==> src/rtl/tgpf_pkg.sv <==
// Package for the text glyph page framebuffer.
// Holds the operation codes, controller states, command/status structs and
// the 3x5 font table; used by every module of the block.
package tgpf_pkg;

  // Default panel size in pixels.
  localparam int PIXEL_WIDTH_DEF  = 128;
  localparam int PIXEL_HEIGHT_DEF = 64;

  // Fixed geometry of the character cell and the page layout.
  localparam int CELL_PITCH = 4;
  localparam int PAGE_ROWS  = 8;
  localparam int GLYPH_ROWS = 5;
  localparam int GLYPH_COLS = 3;

  // Width of a linear byte index while drawing: page (3 bits) times the widest
  // panel plus the pixel column stays below 4096.
  localparam int IDX_W = 12;
  // Width used for range compares against sizes up to 4096.
  localparam int CMP_W = 13;

  typedef enum logic [1:0] {
    MODE_CLEAR  = 2'd0,
    MODE_DRAW   = 2'd1,
    MODE_READ   = 2'd2,
    MODE_UNUSED = 2'd3
  } mode_e;

  typedef enum logic [2:0] {
    ST_IDLE,
    ST_CLEAR,
    ST_DRAW0,
    ST_DRAW1,
    ST_DRAW2,
    ST_DRAW3,
    ST_READ,
    ST_RESULT
  } state_e;

  // Commands from the controller to the datapath.
  typedef struct packed {
    logic load;     // capture the input fields, rewind the counter
    logic clr_wr;   // write zero at the sweep counter
    logic draw_rd;  // read the column byte selected by the counter
    logic draw_wr;  // write back the column byte read in the previous cycle
    logic cnt_inc;  // advance the counter
    logic result;   // present the read byte
  } cmd_t;

  // Status from the datapath to the controller.
  typedef struct packed {
    logic sweep_last;  // counter is on the last framebuffer byte
  } stat_t;

  // One glyph: row r in [r], bit 2 is the leftmost column.
  typedef logic [GLYPH_ROWS-1:0][GLYPH_COLS-1:0] glyph_t;

  function automatic glyph_t mk_glyph(logic [2:0] r0, logic [2:0] r1, logic [2:0] r2,
                                      logic [2:0] r3, logic [2:0] r4);
    glyph_t g;
    g = {r4, r3, r2, r1, r0};
    return g;
  endfunction

  // Font lookup. Lowercase folds to uppercase; codes without a glyph show '?'.
  function automatic glyph_t glyph_lookup(logic [7:0] code);
    logic [7:0] c;
    glyph_t     g;
    c = code;
    if (code >= 8'h61 && code <= 8'h7A) begin
      c = code - 8'd32;
    end
    unique case (c)
      8'h20: g = mk_glyph(3'h0, 3'h0, 3'h0, 3'h0, 3'h0); // space
      8'h2D: g = mk_glyph(3'h0, 3'h0, 3'h7, 3'h0, 3'h0); // -
      8'h2E: g = mk_glyph(3'h0, 3'h0, 3'h0, 3'h0, 3'h2); // .
      8'h3A: g = mk_glyph(3'h0, 3'h2, 3'h0, 3'h2, 3'h0); // :
      8'h2F: g = mk_glyph(3'h1, 3'h1, 3'h2, 3'h4, 3'h4); // /
      8'h5F: g = mk_glyph(3'h0, 3'h0, 3'h0, 3'h0, 3'h7); // _
      8'h30: g = mk_glyph(3'h7, 3'h5, 3'h5, 3'h5, 3'h7);
      8'h31: g = mk_glyph(3'h2, 3'h6, 3'h2, 3'h2, 3'h7);
      8'h32: g = mk_glyph(3'h7, 3'h1, 3'h7, 3'h4, 3'h7);
      8'h33: g = mk_glyph(3'h7, 3'h1, 3'h3, 3'h1, 3'h7);
      8'h34: g = mk_glyph(3'h5, 3'h5, 3'h7, 3'h1, 3'h1);
      8'h35: g = mk_glyph(3'h7, 3'h4, 3'h7, 3'h1, 3'h7);
      8'h36: g = mk_glyph(3'h7, 3'h4, 3'h7, 3'h5, 3'h7);
      8'h37: g = mk_glyph(3'h7, 3'h1, 3'h1, 3'h1, 3'h1);
      8'h38: g = mk_glyph(3'h7, 3'h5, 3'h7, 3'h5, 3'h7);
      8'h39: g = mk_glyph(3'h7, 3'h5, 3'h7, 3'h1, 3'h7);
      8'h41: g = mk_glyph(3'h2, 3'h5, 3'h7, 3'h5, 3'h5);
      8'h42: g = mk_glyph(3'h6, 3'h5, 3'h6, 3'h5, 3'h6);
      8'h43: g = mk_glyph(3'h3, 3'h4, 3'h4, 3'h4, 3'h3);
      8'h44: g = mk_glyph(3'h6, 3'h5, 3'h5, 3'h5, 3'h6);
      8'h45: g = mk_glyph(3'h7, 3'h4, 3'h6, 3'h4, 3'h7);
      8'h46: g = mk_glyph(3'h7, 3'h4, 3'h6, 3'h4, 3'h4);
      8'h47: g = mk_glyph(3'h3, 3'h4, 3'h5, 3'h5, 3'h3);
      8'h48: g = mk_glyph(3'h5, 3'h5, 3'h7, 3'h5, 3'h5);
      8'h49: g = mk_glyph(3'h7, 3'h2, 3'h2, 3'h2, 3'h7);
      8'h4A: g = mk_glyph(3'h1, 3'h1, 3'h1, 3'h5, 3'h2);
      8'h4B: g = mk_glyph(3'h5, 3'h5, 3'h6, 3'h5, 3'h5);
      8'h4C: g = mk_glyph(3'h4, 3'h4, 3'h4, 3'h4, 3'h7);
      8'h4D: g = mk_glyph(3'h5, 3'h7, 3'h7, 3'h5, 3'h5);
      8'h4E: g = mk_glyph(3'h5, 3'h7, 3'h7, 3'h7, 3'h5);
      8'h4F: g = mk_glyph(3'h2, 3'h5, 3'h5, 3'h5, 3'h2);
      8'h50: g = mk_glyph(3'h6, 3'h5, 3'h6, 3'h4, 3'h4);
      8'h51: g = mk_glyph(3'h2, 3'h5, 3'h5, 3'h2, 3'h1);
      8'h52: g = mk_glyph(3'h6, 3'h5, 3'h6, 3'h5, 3'h5);
      8'h53: g = mk_glyph(3'h3, 3'h4, 3'h2, 3'h1, 3'h6);
      8'h54: g = mk_glyph(3'h7, 3'h2, 3'h2, 3'h2, 3'h2);
      8'h55: g = mk_glyph(3'h5, 3'h5, 3'h5, 3'h5, 3'h7);
      8'h56: g = mk_glyph(3'h5, 3'h5, 3'h5, 3'h5, 3'h2);
      8'h57: g = mk_glyph(3'h5, 3'h5, 3'h7, 3'h7, 3'h5);
      8'h58: g = mk_glyph(3'h5, 3'h5, 3'h2, 3'h5, 3'h5);
      8'h59: g = mk_glyph(3'h5, 3'h5, 3'h2, 3'h2, 3'h2);
      8'h5A: g = mk_glyph(3'h7, 3'h1, 3'h2, 3'h4, 3'h7);
      default: g = mk_glyph(3'h6, 3'h1, 3'h2, 3'h0, 3'h2); // '?' and unknown codes
    endcase
    return g;
  endfunction

endpackage

==> src/rtl/tgpf_ctrl.sv <==
// Controller state machine of the text glyph page framebuffer.
// Sequences clear sweeps, draw read-modify-write steps and byte reads;
// depends on tgpf_pkg.
module tgpf_ctrl (
  input  logic           clk_i,
  input  logic           rst_ni,
  input  logic           start,
  input  logic [1:0]     mode_i,
  input  tgpf_pkg::stat_t stat_i,
  output tgpf_pkg::cmd_t  cmd_o,
  output logic           busy
);
  import tgpf_pkg::*;

  state_e state_q, state_d;

  // Reset lands in the clear sweep so the store starts out zeroed.
  always_ff @(posedge clk_i or negedge rst_ni) begin
    if (!rst_ni) begin
      state_q <= ST_CLEAR;
    end else begin
      state_q <= state_d;
    end
  end

  always_comb begin
    state_d = state_q;
    cmd_o   = '0;
    busy    = 1'b1;
    unique case (state_q)
      ST_IDLE: begin
        busy = 1'b0;
        if (start) begin
          cmd_o.load = 1'b1;
          unique case (mode_e'(mode_i))
            MODE_CLEAR:  state_d = ST_CLEAR;
            MODE_DRAW:   state_d = ST_DRAW0;
            MODE_READ:   state_d = ST_READ;
            MODE_UNUSED: state_d = ST_IDLE;
            default:     state_d = ST_IDLE;
          endcase
        end
      end
      ST_CLEAR: begin
        cmd_o.clr_wr  = 1'b1;
        cmd_o.cnt_inc = 1'b1;
        if (stat_i.sweep_last) begin
          state_d = ST_IDLE;
        end
      end
      ST_DRAW0: begin
        cmd_o.draw_rd = 1'b1;
        cmd_o.cnt_inc = 1'b1;
        state_d       = ST_DRAW1;
      end
      ST_DRAW1: begin
        cmd_o.draw_wr = 1'b1;
        cmd_o.draw_rd = 1'b1;
        cmd_o.cnt_inc = 1'b1;
        state_d       = ST_DRAW2;
      end
      ST_DRAW2: begin
        cmd_o.draw_wr = 1'b1;
        cmd_o.draw_rd = 1'b1;
        cmd_o.cnt_inc = 1'b1;
        state_d       = ST_DRAW3;
      end
      ST_DRAW3: begin
        cmd_o.draw_wr = 1'b1;
        state_d       = ST_IDLE;
      end
      ST_READ: begin
        state_d = ST_RESULT;
      end
      ST_RESULT: begin
        cmd_o.result = 1'b1;
        state_d      = ST_IDLE;
      end
      default: begin
        state_d = ST_IDLE;
      end
    endcase
  end

endmodule

==> config.mk <==
export PLATFORM = sky130hd
export DESIGN_NAME = tgpf_ctrl
export DESIGN_NICKNAME = d
export VERILOG_FILES = /design/src/rtl/tgpf_pkg.sv /design/src/rtl/tgpf_ctrl.sv
export SDC_FILE = /design/constraint.sdc
export NUM_CORES = 1
export LEC_CHECK = 0
export ABC_AREA = 1
export BUFFER_PORTS_ARGS = -buffer_cell sky130_fd_sc_hd__buf_4
export CORE_AREA = 2 2 39 41
export DETAILED_ROUTE_END_ITERATION = 8
export DIE_AREA = 0 0 41 43
export GPL_ROUTABILITY_DRIVEN = 1
export PLACE_DENSITY = 0.47
export SYNTH_ARGS = -nofsm -noshare
export SYNTH_HDL_FRONTEND = slang
export SYNTH_SLANG_ARGS = --single-unit
==> constraint.sdc <==
create_clock -name clk_i -period 2.9 [get_ports clk_i]
set_clock_uncertainty 0.05 [all_clocks]
set_input_delay 0.145 -clock clk_i [delete_from_list [all_inputs] [get_ports clk_i]]
set_output_delay 0.145 -clock clk_i [all_outputs]
set_load 0.1 [all_outputs]
# --- Word level (Yosys, flattened, before mapping) ---
# Cells that the tools add are included.
classes:
  addsub: 0
  mul: 0
  n_div: 0
  order_cmp: 0
  eq_ne: 12
  n_shift: 0
  muxes: 12
  bitwise_logic: 0
  n_reduce_logical: 7
op_table:
  columns: ["operator", "n"]
  rows:
  - ["one-hot mux 3 bit (7 select lines)", 1]
  - ["== test 3 bit (second input constant)", 4]
  - ["one-hot mux 3 bit (4 select lines)", 1]
  - ["two-way mux 1 bit", 8]
  - ["== test 3 x 2 -> 1 bit (second input constant)", 2]
  - ["two-way mux 3 bit", 2]
  - ["OR reduction 3 bit", 2]
  - ["== test 2 bit (second input constant)", 2]
  - ["!= test 2 bit (second input constant)", 2]
  - ["OR reduction 4 bit", 1]
  - ["== test 3 x 1 -> 1 bit (second input constant)", 1]
  - ["zero test 3 bit", 1]
  - ["== test 2 x 1 -> 1 bit (second input constant)", 1]
  - ["zero test 2 bit", 1]
  - ["AND reduction 2 bit", 1]
  - ["OR reduction 2 bit", 1]
word_totals:
  reg_bits: 3
  latch_bits: 0
  ram_bits: 0
  rom_bits: 0
  output_inout_bits: 7
  word_cells: 32
  n_memories: 0

# --- Longest topological paths before layout ---
# Gate-level depths: netlist (run 1).
depth:
  ltp_word: 4
  depth_mapped: 6
  ltp_nobuf: 6

# --- Worst setup path before layout (run 1) ---
# Ideal clock, no wire load.
synth_timing:
  kind: "flip-flop to output port"
  start: "register state_q[0]"
  end: "output port cmd_o[0] (netlist bit)"
  arrival_time_ps: 2704
  required_time_ps: 2705
  slack_ps: 1
  path_stages_with_launch: 3
  path_buffers: 0
  cell_sequence: "dfstp_2 > inv_1 > nor3_1"
synth_rtl:
  columns: ["item", "line", "text"]
  rows:
  - ["start: declaration", "tgpf_ctrl.sv:15", "state_e state_q, state_d;"]
  - ["start signal: assignment", "tgpf_ctrl.sv:22", "state_q <= state_d;"]
  - ["end: declaration", "tgpf_ctrl.sv:10", "output tgpf_pkg::cmd_t cmd_o,"]

==> impl.org, run 1 <==
** Synth
- In this run the mean area of a mapped cell was 6.631 µm².
- Sequential cell area fraction in the yosys report :: 28.77%
- For this run, the number of Yosys warnings is 0.
- After technology mapping, the gate count stands at 40.
- Yosys mapped the design onto 16 distinct sky130hd cell types.
- Total nets after synthesis :: 48
- Synthesis-stage register bit count :: 3
- Summing every instance area after synthesis gives 265.3 µm².

** CTS
- In this run, post-CTS repair resized a total of 0 instances.
- Clk pin slew, worst setup/hold paths :: 40 ps
- The cell sitting at the root of the clock tree is a sky130_fd_sc_hd__clkbuf_4.
- CTS buffer count :: 3
- Sink Count :: 3
- TritonCTS built the clock tree.
- Number of buffers inserted to repair setup after CTS :: 0
- Hold-fix buffers, CTS :: 1
- CTS built an H-tree with a depth of 1.
- Maximum number of buffers from clock root to sink :: 2
- The clock reaches the later pin of the worst-skew pair after 240 ps.

** Detailed routing
- The final route contains 307 vias.
- Detailed router's first-iteration violation count :: 3
- Before antenna repair, the detailed router went through 5 iterations.
- Dividing the detail-routed via count by the number of cells gives 4.205.
- In the final routed layout, each cell accounts on average for 8.493 µm.
- Drt total wl :: 620 µm
- For this run, design rule violations remaining after detail routing come to 0.
- Final antenna-violating net count :: 0

** Die
- Starting Density :: 19.17%
- Std cell rows :: 14
- The floorplan step set the die height to 43 µm.
- The die covers 1763 µm².
- The floorplan step set the die width to 41 µm.
- 13 I/O pins were placed.
- In this run the standard cell core region covers 1384 µm².

** Cells and area
- In the layout the commonest cells are sky130_fd_sc_hd__buf_4, sky130_fd_sc_hd__nand2_1, sky130_fd_sc_hd__inv_1.
- The register with the most flip-flops in the layout has 3 of them.
- Total Nets Final :: 66
- The area growth from synthesis to layout is 55.19%.
- The largest registers in the layout are state_q: 3 flops.
- Count of antenna diodes in the layout :: 0
- Fill cells in the final layout number 168.
- In the final layout, the share of cells above drive strength 1 is 38.60%.
- The library cell used most frequently in the layout, excluding fill and tap cells, is sky130_fd_sc_hd__buf_4.
- Largest register by flop count :: state_q

** Critical path
- The slowest stage of the critical path is the sky130_fd_sc_hd__dfstp_2 cell.
- Endpoint arrival time on the critical path :: 1400 ps
- Type of element launching the critical path :: flop
- By startpoint and endpoint, the worst setup path is classified as flop to primary output.
- Largest stage delay, worst path :: 580 ps
- Required time of the critical path :: 2710 ps
- Maximum fanout count along the critical path :: 5
- List of cells traversed by the critical path :: inv_1 -> nor3_1 -> buf_4
- Endpoint kind of the worst setup timing path :: primary output

** Timing
- Part of the cycle the worst path needs :: 54.96%
- The number of endpoints with negative hold slack in the final report was 0.
- Setup total negative slack on the finished layout was measured at 0 ps.
- At the pin with the least slew margin, the transition time is 278.6 ps.
- Max_slew headroom :: 81.58%
- Setup violators final :: 0
- Setup repair after global routing left no endpoint under its margin.
- Final critical-path required period :: 1594 ps
- The final-report max-slew violation count came to 0.
- For this run, the top clock speed supported by timing is 627.4 MHz.

** Place
- Global placement routability congestion :: 0.7335
- Number of buffers added on ports :: 12
- After legalization and detailed placement, the total HPWL measured 461.6 µm.

** GRT
- After global routing the overflow that remains totals 0.
- The initial antenna violation count came to 0.
- The via count of the first global-routing pass is 273.
- Maximum number of pins on one net before global-route repair :: 11
- First-pass GRT wire length :: 1035 µm
- Total routing resource utilization after global routing :: 9.466%

** Outcome
- The flow ran to the end, and the final reports show no timing, DRC or antenna violations.

** Hold path
- The tightest min-delay check is of the input pin to flop type.

** Job
- Reported max-cap violation count :: 0
-- final timing paths --
| kind | to | startpoint | cells after the start | slack [ps] |
|---|---|---|---|---|
| max reg2reg | state_q[2]$_DFFE_PN0P_ | state_q[0]$_DFFE_PN1P_ | 5 | 1820 |
| max in group asynchronous | state_q[0]$_DFFE_PN1P_ | rst_ni | 2 | 2430 |
| min reg2reg | state_q[0]$_DFFE_PN1P_ | state_q[0]$_DFFE_PN1P_ | 2 | 530 |
| min in group asynchronous | state_q[1]$_DFFE_PN0P_ | rst_ni | 2 | 180 |
| min | state_q[0]$_DFFE_PN1P_ | stat_i | 4 | 130 |
| max | cmd_o[0] | state_q[0]$_DFFE_PN1P_ | 3 | 1310 |
-- final cells by class --
type                    count  area [µm²]  area share [%]
inverters                  10       38.79           9.422
clock buffers               4       26.28           6.383
multi-input cells          27       150.1           36.47
well taps                  16       20.02           4.863
repair buffers             13       100.1           24.32
flip-flops and latches      3       76.32           18.54
-- worst max-delay path, delay by kind of cell, from the launching register on --
family,cells,cell delay [ps]
flip-flops,1,580
buffers and inverters,2,390
AND/OR/NAND/NOR,1,180
-- cell usage after synthesis --
master,count,area [µm²]
sky130_fd_sc_hd__dfstp_2,1,26.28
sky130_fd_sc_hd__clkinv_1,1,3.750
sky130_fd_sc_hd__clkinv_2,1,5.000
sky130_fd_sc_hd__nand2_2,1,6.260
sky130_fd_sc_hd__ha_1,2,25.02
sky130_fd_sc_hd__nor3_1,1,5.000
sky130_fd_sc_hd__inv_1,6,22.52
sky130_fd_sc_hd__inv_2,2,7.510
sky130_fd_sc_hd__o21ai_1,2,10.01
sky130_fd_sc_hd__nand3_1,5,25.02
sky130_fd_sc_hd__nand2_1,11,41.29
sky130_fd_sc_hd__o21ai_0,1,5.000
sky130_fd_sc_hd__nand4_1,1,6.260
sky130_fd_sc_hd__nor2_4,2,22.52
sky130_fd_sc_hd__dfrtp_1,2,50.05
sky130_fd_sc_hd__nor2_1,1,3.750
-- per-layer routing --
metal	GRT usage, %	part of all wire [%]
met1	10.06	41
met2	12.19	47
met3	3.141	7.6
met4	12.00	3.9
met5	0	0
-- cells by family (layout without fill, tap and decap cells) --
family | count (synthesis) | after routing | synth area share (%)
simple gates | 22 | 22 | 41.51
fa+ha+maj | 2 | 2 | 9.432
flops | 3 | 3 | 28.78
compound gates | 3 | 3 | 5.659
buf+inv | 10 | 27 | 14.62
-- per-stage QoR --
step           hold WS [ps]  worst slack [ps]  cells  utilization (%)  cell area [µm²]
2_1_floorplan        -200.6            0.7383     40                -            265.3
3_3_place_gp         -113.2              1577     68            27.12            375.4
3_5_place_dp         -112.5              1559     68            27.12            375.4
4_1_cts               131.2              1298     73            29.75            411.6
5_1_grt               172.9              1241     73            29.75            411.6
6_report              129.2              1306     73            29.75            411.6
Power of run 1 is left out: the tool's default activity adds up to more than one toggle a clock period on the data nets, which glitch-free logic cannot reach.
==> run 2: changes to the inputs <==
--- a/config.mk
+++ b/config.mk
@@ -11,7 +11,7 @@
 export DETAILED_ROUTE_END_ITERATION = 8
 export DIE_AREA = 0 0 41 43
 export GPL_ROUTABILITY_DRIVEN = 1
-export PLACE_DENSITY = 0.47
+export PLACE_DENSITY = 0.49
 export SYNTH_ARGS = -nofsm -noshare
 export SYNTH_HDL_FRONTEND = slang
 export SYNTH_SLANG_ARGS = --single-unit
==> constraint.sdc (replaced) <==
create_clock -name clk_i -period 1.3 [get_ports clk_i]
set_clock_uncertainty 0.05 [all_clocks]
set_input_delay 0.065 -clock clk_i [delete_from_list [all_inputs] [get_ports clk_i]]
set_output_delay 0.065 -clock clk_i [all_outputs]
set_load 0.1 [all_outputs]
==> impl.org, run 2 (same netlist as run 1, synthesis figures left out) <==
** Outcome
- Status :: finished with violations
- Violations in the final reports :: negative setup slack

** Detailed routing
- Summed over all layers, the routed wires come to 699 µm.
- Vias :: 318
- DR WL/cell :: 9.197 µm
- Average via count per standard cell :: 4.184
- The first TritonRoute pass finished after 4 iterations.
- DRC violation count after routing :: 0
- Detailed router's first-iteration violation count :: 12
- Final antenna-violating net count :: 0

** GRT
- Entering global routing, the biggest net connects 11 pins.
- First-pass GRT wire length :: 1110 µm
- The initial antenna violation count came to 0.
- Global-route congestion overflow total :: 0
- Number of global-route vias before repair :: 280
- Total routing resource utilization after global routing :: 9.869%

** Timing
- Of the available clock period, the critical path in the final layout requires 107.9%.
- At the pin with the least slew margin, the transition time is 191.9 ps.
- Fmax achieved :: 712.9 MHz
- The final-report max-slew violation count is 0.
- The worst path in the final design needs a cycle of 1403 ps, including I/O delays and setup.
- On the final layout, the worst hold slack is 63.87 ps.
- Setup violators final :: 6
- The number of endpoints with negative hold slack in the final report is 0.
- Smallest setup slack after layout :: -102.6 ps
- Unrepaired setup endpoints after global routing :: yes
- Max_slew headroom :: 87.18%

** Cells and area
- Relative area change from synthesis to final layout :: 113.7%
- Number of flip-flops under the largest register name :: 3
- In the final layout, the share of cells above drive strength 1 is 55.00%.
- In the final layout, the registers with the most flip-flops are state_q: 3 flops.
- Leading cell types in the layout, fill and taps excluded :: sky130_fd_sc_hd__nand2_1, sky130_fd_sc_hd__buf_4, sky130_fd_sc_hd__buf_12
- Cells fill 40.96% of the core in the end.
- Largest register by flop count :: state_q
- Total Nets Final :: 69
- The number of antenna diodes in the final layout is 0.
- Most common cell after layout, fill and taps aside :: sky130_fd_sc_hd__nand2_1

** Die
- The floorplan has 14 rows.
- In this run the count of I/O pins placed on the die edge is 13.
- Horizontal die dimension :: 41 µm
- Placeable core region :: 1384 µm²
- The die covers 1763 µm².
- Starting Density :: 19.17%
- Vertical die dimension :: 43 µm

** Critical path
- Family with the most delay on the worst path :: flip-flops
- Worst-case reg-to-reg path depth :: 6
- For this run, the slowest stage of the critical path takes 580 ps.
- The critical path starts at state_q[0]$_DFFE_PN1P_.
- The setup path with the least slack is of type flop to primary output.
- For the worst setup path, the data required time is 1190 ps.
- Slack of the worst reg-to-reg path :: 100 ps
- Type of element launching the critical path :: flop
- The worst setup path is captured at a primary output.
- Launching point of the worst reg2reg path :: state_q[0]$_DFFE_PN1P_
- Counting both buffers and inverters, the worst setup path holds a total of 2.
- Depth of the critical timing path with buffers and inverters included :: 3
- Maximum fanout count along the critical path :: 5
- Endpoint arrival time on the critical path :: 1290 ps
- Traced cell by cell, the critical path runs through inv_2 -> nor3_4 -> buf_12.
- Slowest cell on the critical path :: sky130_fd_sc_hd__dfstp_2

** CTS
- CTS built an H-tree with a depth of 1.
- The number of clock buffers added by TritonCTS is 3.
- Clk Tree Root Cell :: sky130_fd_sc_hd__clkbuf_4
- After clock tree synthesis, the clock-pin slew on the worst setup and hold paths is 40 ps.
- Clk_lat worst skew :: 240 ps
- No sink is reached through more buffers than the 2 on the longest clock path.
- TritonCTS built the clock tree.
- Sink Count :: 3

** Place
- The HPWL after detailed placement is 504.7 µm.
- Global placement routability congestion :: 0.6314
- Input and output buffers added on the ports amount to 12.

** Hold path
- Worst hold path startpoint :: stat_i
- The worst hold path passes through 4 cells.
- The min-delay analysis places its worst path in the category input pin to flop.

** Job
- Max-cap violations in this run came to 0.
[run 2: metal layers]
layer / share of wire, % / global-route usage [%] / vias up
li1: - / - / 164
met1: 43 / 11.69 / 137
met2: 48 / 12.81 / 15
met3: 6.0 / 3.141 / 2
met4: 2.7 / 10.00 / 0
met5: 0 / 0 / -
[run 2: timing repair]
action,4_1_cts,5_1_grt
endpoints found under the setup margin,7,7
hold buffers,1,0
setup buffers,2,0
pin swaps,4,0
endpoints found under the hold margin,3,0
resized for setup,22,2
[run 2: per-stage QoR]
stage / TNS (ps) / instance area, µm² / std cells / setup slack [ps]
floorplan: -1214 / 305.3 / 40 / -346.2
global placement: 0 / 422.9 / 69 / 50.80
detailed placement: 0 / 422.9 / 69 / 40.20
CTS: -440.9 / 556.8 / 76 / -103.7
global route: -666.4 / 566.8 / 76 / -146.6
finish: -407.5 / 566.8 / 76 / -102.6
[run 2: area by class of cell]
type                       instances  area (µm²)
timing repair buffer              16       210.2
sequential                         3       77.57
tap                               16       20.02
clock buffer                       4       26.28
multi-input combinational         27       191.4
fill                             139       817.0
inverter                          10       41.29
[run 2: path summary, 6_finish.rpt]
check                                          to
setup / recovery                         cmd_o[0]
hold reg to reg            state_q[0]$_DFFE_PN1P_
min in group asynchronous  state_q[1]$_DFFE_PN0P_
hold / removal             state_q[0]$_DFFE_PN1P_
max in group asynchronous  state_q[0]$_DFFE_PN1P_
setup reg to reg           state_q[2]$_DFFE_PN0P_
[run 2: worst register-to-register path, stage by stage (launching register included)]
cell	delay, ps
sky130_fd_sc_hd__dfstp_2	580
sky130_fd_sc_hd__nor2_4	80
sky130_fd_sc_hd__buf_4	140
sky130_fd_sc_hd__nand2_1	50
sky130_fd_sc_hd__nand2_1	40
sky130_fd_sc_hd__nand3_1	90
sky130_fd_sc_hd__nand2_1	50
Power of run 2 is left out for the same reason.
